`src/rtl/core/ismf_pkg.sv`:
```
// Shared constants, types and index helpers for the Ising Metropolis flip block.
package ismf_pkg;

  localparam int SIDE       = 64;
  localparam int ROW_W      = (SIDE > 1) ? $clog2(SIDE) : 1;
  localparam int SITE_W     = 6;
  localparam int RND_W      = 32;
  localparam int DE_W       = 5;
  localparam int ENERGY_W   = 15;
  localparam int MAG_W      = 14;
  localparam int OP_W       = 2;
  localparam int CFG_IDX_W  = 2;
  localparam int CFG_DATA_W = 32;
  localparam int CNT_W      = 3;

  localparam logic [OP_W-1:0] OP_LOAD   = 2'd0;
  localparam logic [OP_W-1:0] OP_FLIP   = 2'd1;
  localparam logic [OP_W-1:0] OP_RECOMP = 2'd2;

  localparam logic [CFG_IDX_W-1:0] CFG_TH4     = 2'd0;
  localparam logic [CFG_IDX_W-1:0] CFG_TH8     = 2'd1;
  localparam logic [CFG_IDX_W-1:0] CFG_ORDERED = 2'd2;

  typedef logic [ROW_W-1:0] idx_t;
  typedef logic [SIDE-1:0]  row_word_t;

  typedef enum logic [1:0] {
    RD_IN    = 2'd0,
    RD_NORTH = 2'd1,
    RD_WALK  = 2'd2
  } rd_mode_t;

  typedef struct packed {
    logic     capture;
    logic     tot_clr;
    logic     rd_en;
    rd_mode_t rd_mode;
    logic     latch_nbr;
    logic     load_wr;
    logic     fill_wr;
    logic     walk_bit;
    logic     row_next;
    logic     finish_flip;
    logic     finish_plain;
  } cmd_t;

  typedef struct packed {
    logic [OP_W-1:0] in_op;
    logic            in_inside;
    logic            ordered;
    logic            row_last;
    logic            col_last;
    logic            out_free;
  } stat_t;

  function automatic idx_t site_idx(input logic [SITE_W-1:0] v);
    logic [ROW_W+SITE_W-1:0] ext;
    ext = (ROW_W+SITE_W)'(v);
    return ext[ROW_W-1:0];
  endfunction

  function automatic logic site_inside(input logic [SITE_W-1:0] v);
    logic [ROW_W+SITE_W:0] ext;
    ext = (ROW_W+SITE_W+1)'(v);
    return ext < (ROW_W+SITE_W+1)'(SIDE);
  endfunction

  function automatic idx_t idx_inc(input idx_t i);
    return (i == ROW_W'(SIDE - 1)) ? '0 : i + ROW_W'(1);
  endfunction

  function automatic idx_t idx_dec(input idx_t i);
    return (i == '0) ? ROW_W'(SIDE - 1) : i - ROW_W'(1);
  endfunction

endpackage

```
`src/rtl/core/ismf_ctrl.sv`:
```
// Sequencer for the Ising flip block: decodes transactions and steps the datapath.
module ismf_ctrl (
  input  logic            clk,
  input  logic            rst_n,
  input  logic            in_valid,
  output logic            in_stall,
  input  ismf_pkg::stat_t stat,
  output ismf_pkg::cmd_t  cmd
);

  typedef enum logic [7:0] {
    S_IDLE      = 8'b0000_0001,
    S_FLIP_RD   = 8'b0000_0010,
    S_FLIP_EVAL = 8'b0000_0100,
    S_LOAD_WR   = 8'b0000_1000,
    S_FILL      = 8'b0001_0000,
    S_WALK_RD   = 8'b0010_0000,
    S_WALK_BIT  = 8'b0100_0000,
    S_DONE      = 8'b1000_0000
  } state_t;

  state_t state_r;
  state_t state_nxt;
  logic   accept;

  assign in_stall = (state_r != S_IDLE);
  assign accept   = in_valid && (state_r == S_IDLE);

  always_comb begin
    state_nxt        = state_r;
    cmd              = '0;
    cmd.rd_mode      = ismf_pkg::RD_IN;
    unique case (state_r)
      S_IDLE: begin
        cmd.rd_en   = in_valid;
        cmd.capture = accept;
        if (accept) begin
          if (stat.in_op == ismf_pkg::OP_FLIP && stat.in_inside) begin
            state_nxt = S_FLIP_RD;
          end else if (stat.in_op == ismf_pkg::OP_LOAD && stat.in_inside) begin
            state_nxt = S_LOAD_WR;
          end else if (stat.in_op == ismf_pkg::OP_RECOMP) begin
            cmd.tot_clr = 1'b1;
            state_nxt   = stat.ordered ? S_FILL : S_WALK_RD;
          end else begin
            state_nxt = S_DONE;
          end
        end
      end
      S_FLIP_RD: begin
        cmd.rd_en     = 1'b1;
        cmd.rd_mode   = ismf_pkg::RD_NORTH;
        cmd.latch_nbr = 1'b1;
        state_nxt     = S_FLIP_EVAL;
      end
      S_FLIP_EVAL: begin
        if (stat.out_free) begin
          cmd.finish_flip = 1'b1;
          state_nxt       = S_IDLE;
        end
      end
      S_LOAD_WR: begin
        if (stat.out_free) begin
          cmd.load_wr      = 1'b1;
          cmd.finish_plain = 1'b1;
          state_nxt        = S_IDLE;
        end
      end
      S_FILL: begin
        cmd.fill_wr  = 1'b1;
        cmd.row_next = 1'b1;
        if (stat.row_last) begin
          state_nxt = S_WALK_RD;
        end
      end
      S_WALK_RD: begin
        cmd.rd_en   = 1'b1;
        cmd.rd_mode = ismf_pkg::RD_WALK;
        state_nxt   = S_WALK_BIT;
      end
      S_WALK_BIT: begin
        cmd.walk_bit = 1'b1;
        if (stat.col_last) begin
          cmd.row_next = 1'b1;
          state_nxt    = stat.row_last ? S_DONE : S_WALK_RD;
        end
      end
      S_DONE: begin
        if (stat.out_free) begin
          cmd.finish_plain = 1'b1;
          state_nxt        = S_IDLE;
        end
      end
      default: begin
        state_nxt = S_IDLE;
      end
    endcase
  end

  always_ff @(posedge clk) begin
    if (!rst_n) begin
      state_r <= S_IDLE;
    end else begin
      state_r <= state_nxt;
    end
  end

endmodule

```
`config.mk`:
```
export PLATFORM = sky130hd
export DESIGN_NAME = ismf_ctrl
export DESIGN_NICKNAME = d
export VERILOG_FILES = /design/src/rtl/core/ismf_pkg.sv /design/src/rtl/core/ismf_ctrl.sv
export SDC_FILE = /design/constraint.sdc
export NUM_CORES = 1
export LEC_CHECK = 0
export BUFFER_PORTS_ARGS = -buffer_cell sky130_fd_sc_hd__buf_2
export CAP_MARGIN = 30
export CORE_AREA = 5 5 42 44
export CTS_BUF_LIST = sky130_fd_sc_hd__clkbuf_4 sky130_fd_sc_hd__clkbuf_8
export DETAILED_ROUTE_END_ITERATION = 10
export DIE_AREA = 0 0 47 49
export GPL_TIMING_DRIVEN = 1
export PLACE_DENSITY = 0.95
export SLEW_MARGIN = 25
export SYNTH_ARGS = -nofsm -noshare
export SYNTH_HDL_FRONTEND = slang
export SYNTH_SLANG_ARGS = --single-unit
```
`constraint.sdc`:
```
create_clock -name clk -period 4.1 [get_ports clk]
set_clock_uncertainty 0.15 [all_clocks]
set_input_delay 0 -clock clk [delete_from_list [all_inputs] [get_ports clk]]
set_output_delay 0 -clock clk [all_outputs]
set_load 0.02 [all_outputs]
```
==> flow_summary.rst <==
.. list-table::
   :header-rows: 1

   * - Metric
     - Value
   * - Largest cells by area after synthesis
     - sky130_fd_sc_hd__dfxtp_1 22%, sky130_fd_sc_hd__nor2_1 6.9%, sky130_fd_sc_hd__a21oi_1 4.2%
   * - Largest net degree at the start of global routing
     - 11
   * - Layout cells sized above 1
     - between 20 and 30%
   * - Mean instance size in the synthesized netlist
     - 7.57 um2
   * - Maximum frequency from static timing analysis
     - between 0.3 and 0.4 GHz
   * - Pins Over Slew Limit
     - 0
   * - Endpoint class of the critical path
     - register
   * - GR Overflow Total
     - 0
   * - Data arrival at the endpoint of the critical path
     - about 2900 ps
   * - Library cells used by synthesis
     - between 40 and 50
   * - Final HPWL from detailed placement
     - 1370 um
   * - Diode count
     - 0
   * - Cell chain of the critical path
     - or3_4, nor2_4, and4b_4, a22oi_1, dlygate4sd3_1, nor2_1, dlygate4sd3_1
   * - Number of buffers added for setup after CTS
     - 0
   * - Row Count
     - 14
   * - Clk Latency, worst-skew pair
     - ~270 ps
   * - Boundary Pins
     - 23
   * - Clock root buffer
     - sky130_fd_sc_hd__clkbuf_4
   * - DRC errors left
     - 0
   * - Number of synthesized register bits
     - 8
   * - Number of design-rule violations left by the first detailed-router iteration
     - 37
   * - Ratio of final minimum period to clock period
     - between 60% and 70%
   * - First-pass iteration count of the detailed router
     - 4
   * - Die span in y
     - between 40 and 50 um
   * - Path type of the worst min-delay path
     - in -> reg
   * - Hold Buf Count CTS
     - 9
   * - Register name with the most flops
     - state_r
   * - Number of global-route vias before repair
     - around 750
   * - Max clock buf depth
     - 2
   * - Fin crit period
     - about 2800 ps
   * - RSZ-0062 raised after global routing
     - false
   * - Peak supply drop
     - around 0.23 mV
   * - Total number of nets in the final design
     - approximately 130
   * - Worst slack, placed
     - between 2000 and 2500 ps
   * - Final Instance Area
     - roughly 910 um2
   * - Areal power density over the cells
     - around 320 mW/mm2
   * - Worst endpoint required time
     - between 4000 and 5000 ps
   * - Maximum fanout count along the critical path
     - 9
   * - Area fraction of the dominant cell type after synthesis
     - between 20% and 30%
   * - Number of synthesis warnings
     - 0
   * - Status
     - complete, no violations
   * - Final total negative setup slack
     - 0 ps
   * - Area of the multi-input gates
     - around 490 um2
   * - Hold_ws
     - 65.1 ps
   * - Post-DP Area
     - approximately 800 um2
   * - Post-CTS clock slew at the launch and capture registers of the worst setup and hold paths
     - around 60 ps
   * - Type of the worst setup path
     - reg -> reg
   * - WP depth
     - 7
   * - Final worst setup slack
     - 1290 ps
   * - Horizontal die dimension
     - between 40 and 50 um
   * - Registers with the most flip-flops
     - state_r: 8 flops
   * - Initial Util
     - 50.8%
   * - Relative slew slack
     - 61.2%
   * - Core Region
     - roughly 0.0014 mm2
   * - Count of cells resized by post-cts repair
     - 0
   * - Residual antenna-violating net count after detailed routing
     - 0
   * - Slew @ Worst Pin
     - ~580 ps
   * - R2R depth
     - 7
   * - Post-synth top area cell
     - sky130_fd_sc_hd__dfxtp_1
   * - # setup viols final
     - 0
   * - Worst path bufs/invs
     - 2
   * - Number of buffer cells added on primary ports
     - 22
   * - Number of filler instances in the final layout
     - between 100 and 150
   * - Wire length of the first global-routing pass
     - roughly 3400 um
   * - FF/Latch Area
     - between 150 and 200 um2
   * - Proportion of synthesized chip area in sequential cells
     - 22.5%
   * - P_leak
     - slightly above 0.4 nW
   * - Synth-to-Final Area Change
     - 27.6%
   * - Crit path launch type
     - register
   * - Die Outline Area
     - around 0.0023 mm2
   * - Wire length per cell after detailed routing
     - between 10 and 15 um
   * - Wire length reported by the detailed router
     - between 2000 and 2500 um
   * - Maximum cell stage delay along the critical path
     - 580 ps
   * - Total Power Consumption
     - 0.000293 W
   * - Flip-flop count of the largest register, all copies and words added
     - 8
   * - Cell area after technology mapping
     - just over 700 um2
   * - Cell type of the slowest stage on the worst timing path
     - sky130_fd_sc_hd__dlygate4sd3_1
   * - Post-synth net total
     - roughly 100
   * - Final Hold Vio Count
     - 0
   * - Vias/cell
     - 6.16
   * - Final GP Congestion
     - 0.879
   * - Critical path's top delay family
     - buffers and inverters
   * - Synthesized netlist cell count
     - 94
   * - Cts bufs inserted
     - 3
   * - Number of H-tree branching levels
     - 1
   * - DR vias
     - ~840
   * - Initial antenna violation count
     - 0
   * - Most frequent CP cell
     - sky130_fd_sc_hd__dlygate4sd3_1
   * - Number of max-cap violations
     - 0
   * - TritonCTS clock tree
     - built
   * - Clock net sink count
     - 8
   * - Cell depth of the worst min-delay path
     - 5
   * - Aggregate global-route resource usage
     - 20.0%
routing by layer:
layer | part of all wire (%) | vias up | GRT usage (%)
li1 | - | 400 | -
met1 | 39 | 387 | 22.3
met2 | 50 | 40 | 33.0
met3 | 6.8 | 11 | 4.06
met4 | 4.1 | 0 | 11.5
met5 | 0 | - | 0
cell usage in the layout, fill, tap and decap left out, drive strengths merged, types with 2 or more instances in the layout:
master | synthesis | routed
and4b | 3 | 3
nor2 | 14 | 14
a21oi | 6 | 6
nand4b | 2 | 2
nor3b | 3 | 3
dfxtp | 8 | 8
inv | 5 | 5
nand3 | 4 | 4
a22oi | 2 | 2
nand4 | 2 | 2
buf | 6 | 22
nand2 | 7 | 7
o21ai | 6 | 6
nor3 | 4 | 4
dlygate4sd3 | 0 | 9
nor4 | 3 | 3
nand2b | 2 | 2
or3 | 2 | 2
clkbuf | 2 | 3
cells by family after synthesis:
logic type | Yosys count | synth area share, %
AND/OR/NAND/NOR | 50 | 46.0
AO/OA/AOI/OAI | 21 | 19.9
buffers and inverters | 13 | 9.14
flip-flops | 8 | 22.5
XOR/XNOR | 2 | 2.46
worst register-to-register path: stages (launching register included):
cell                            delay [ps]
sky130_fd_sc_hd__dfxtp_1               400
sky130_fd_sc_hd__or3_4                 470
sky130_fd_sc_hd__nor2_4                120
sky130_fd_sc_hd__and4b_4               280
sky130_fd_sc_hd__a22oi_1                90
sky130_fd_sc_hd__dlygate4sd3_1         560
sky130_fd_sc_hd__nor2_1                110
sky130_fd_sc_hd__dlygate4sd3_1         580
stage by stage:
stage	utilization (%)	std cells
6_report	64.8	136
5_1_grt	64.8	136
4_1_cts	64.8	136
3_5_place_dp	56.8	124
3_3_place_gp	56.8	124
2_1_floorplan	-	94
path summary, 6_finish.rpt:
path	start	endpoint	slack, ps
worst max-delay path	state_r[2]$_SDFFE_PN0P_	state_r[4]$_SDFFE_PN0P_	1290
worst min register to register	state_r[7]$_SDFFE_PN0P_	state_r[7]$_SDFFE_PN0P_	480
worst min-delay path	stat[4]	state_r[3]$_SDFFE_PN0P_	70
worst max register to register	state_r[2]$_SDFFE_PN0P_	state_r[4]$_SDFFE_PN0P_	1290
report_power, final:
part | internal (W) | total [W] | switching (W)
Sequential | 0.0000844 | 0.000102 | 0.0000172
Clock | 0.0000338 | 0.0000644 | 0.0000306
Combinational | 0.0000521 | 0.000127 | 0.0000750
layout make-up:
cell class	count	area share, %
multi-input cells	73	53.6
repair buffers	31	22.0
flip-flops and latches	8	17.6
clock buffers	3	2.48
well taps	16	2.20
inverters	5	2.07
Yosys cell counts:
library cell,instances
sky130_fd_sc_hd__a21o_1,1
sky130_fd_sc_hd__a21oi_1,6
sky130_fd_sc_hd__a22oi_1,1
sky130_fd_sc_hd__a22oi_2,1
sky130_fd_sc_hd__a31o_1,1
sky130_fd_sc_hd__a31oi_1,1
sky130_fd_sc_hd__and4b_1,2
sky130_fd_sc_hd__and4b_4,1
sky130_fd_sc_hd__buf_2,4
sky130_fd_sc_hd__buf_4,1
sky130_fd_sc_hd__buf_6,1
sky130_fd_sc_hd__clkbuf_1,2
sky130_fd_sc_hd__dfxtp_1,8
sky130_fd_sc_hd__inv_1,4
sky130_fd_sc_hd__inv_2,1
sky130_fd_sc_hd__nand2_1,7
sky130_fd_sc_hd__nand2b_1,2
sky130_fd_sc_hd__nand3_1,4
sky130_fd_sc_hd__nand3b_1,1
sky130_fd_sc_hd__nand4_1,2
sky130_fd_sc_hd__nand4b_1,2
sky130_fd_sc_hd__nand4bb_1,1
sky130_fd_sc_hd__nor2_1,13
sky130_fd_sc_hd__nor2_4,1
sky130_fd_sc_hd__nor3_1,2
sky130_fd_sc_hd__nor3_2,1
sky130_fd_sc_hd__nor3_4,1
sky130_fd_sc_hd__nor3b_1,3
sky130_fd_sc_hd__nor4_1,2
sky130_fd_sc_hd__nor4_4,1
sky130_fd_sc_hd__nor4b_1,1
sky130_fd_sc_hd__o211ai_1,1
sky130_fd_sc_hd__o21ai_0,2
sky130_fd_sc_hd__o21ai_1,4
sky130_fd_sc_hd__o22ai_1,1
sky130_fd_sc_hd__o31a_1,1
sky130_fd_sc_hd__o32ai_2,1
sky130_fd_sc_hd__or3_1,1
sky130_fd_sc_hd__or3_4,1
sky130_fd_sc_hd__or4_1,1
sky130_fd_sc_hd__xnor2_1,1
sky130_fd_sc_hd__xor2_1,1
Note: power is estimated with default switching activity, not from simulation.
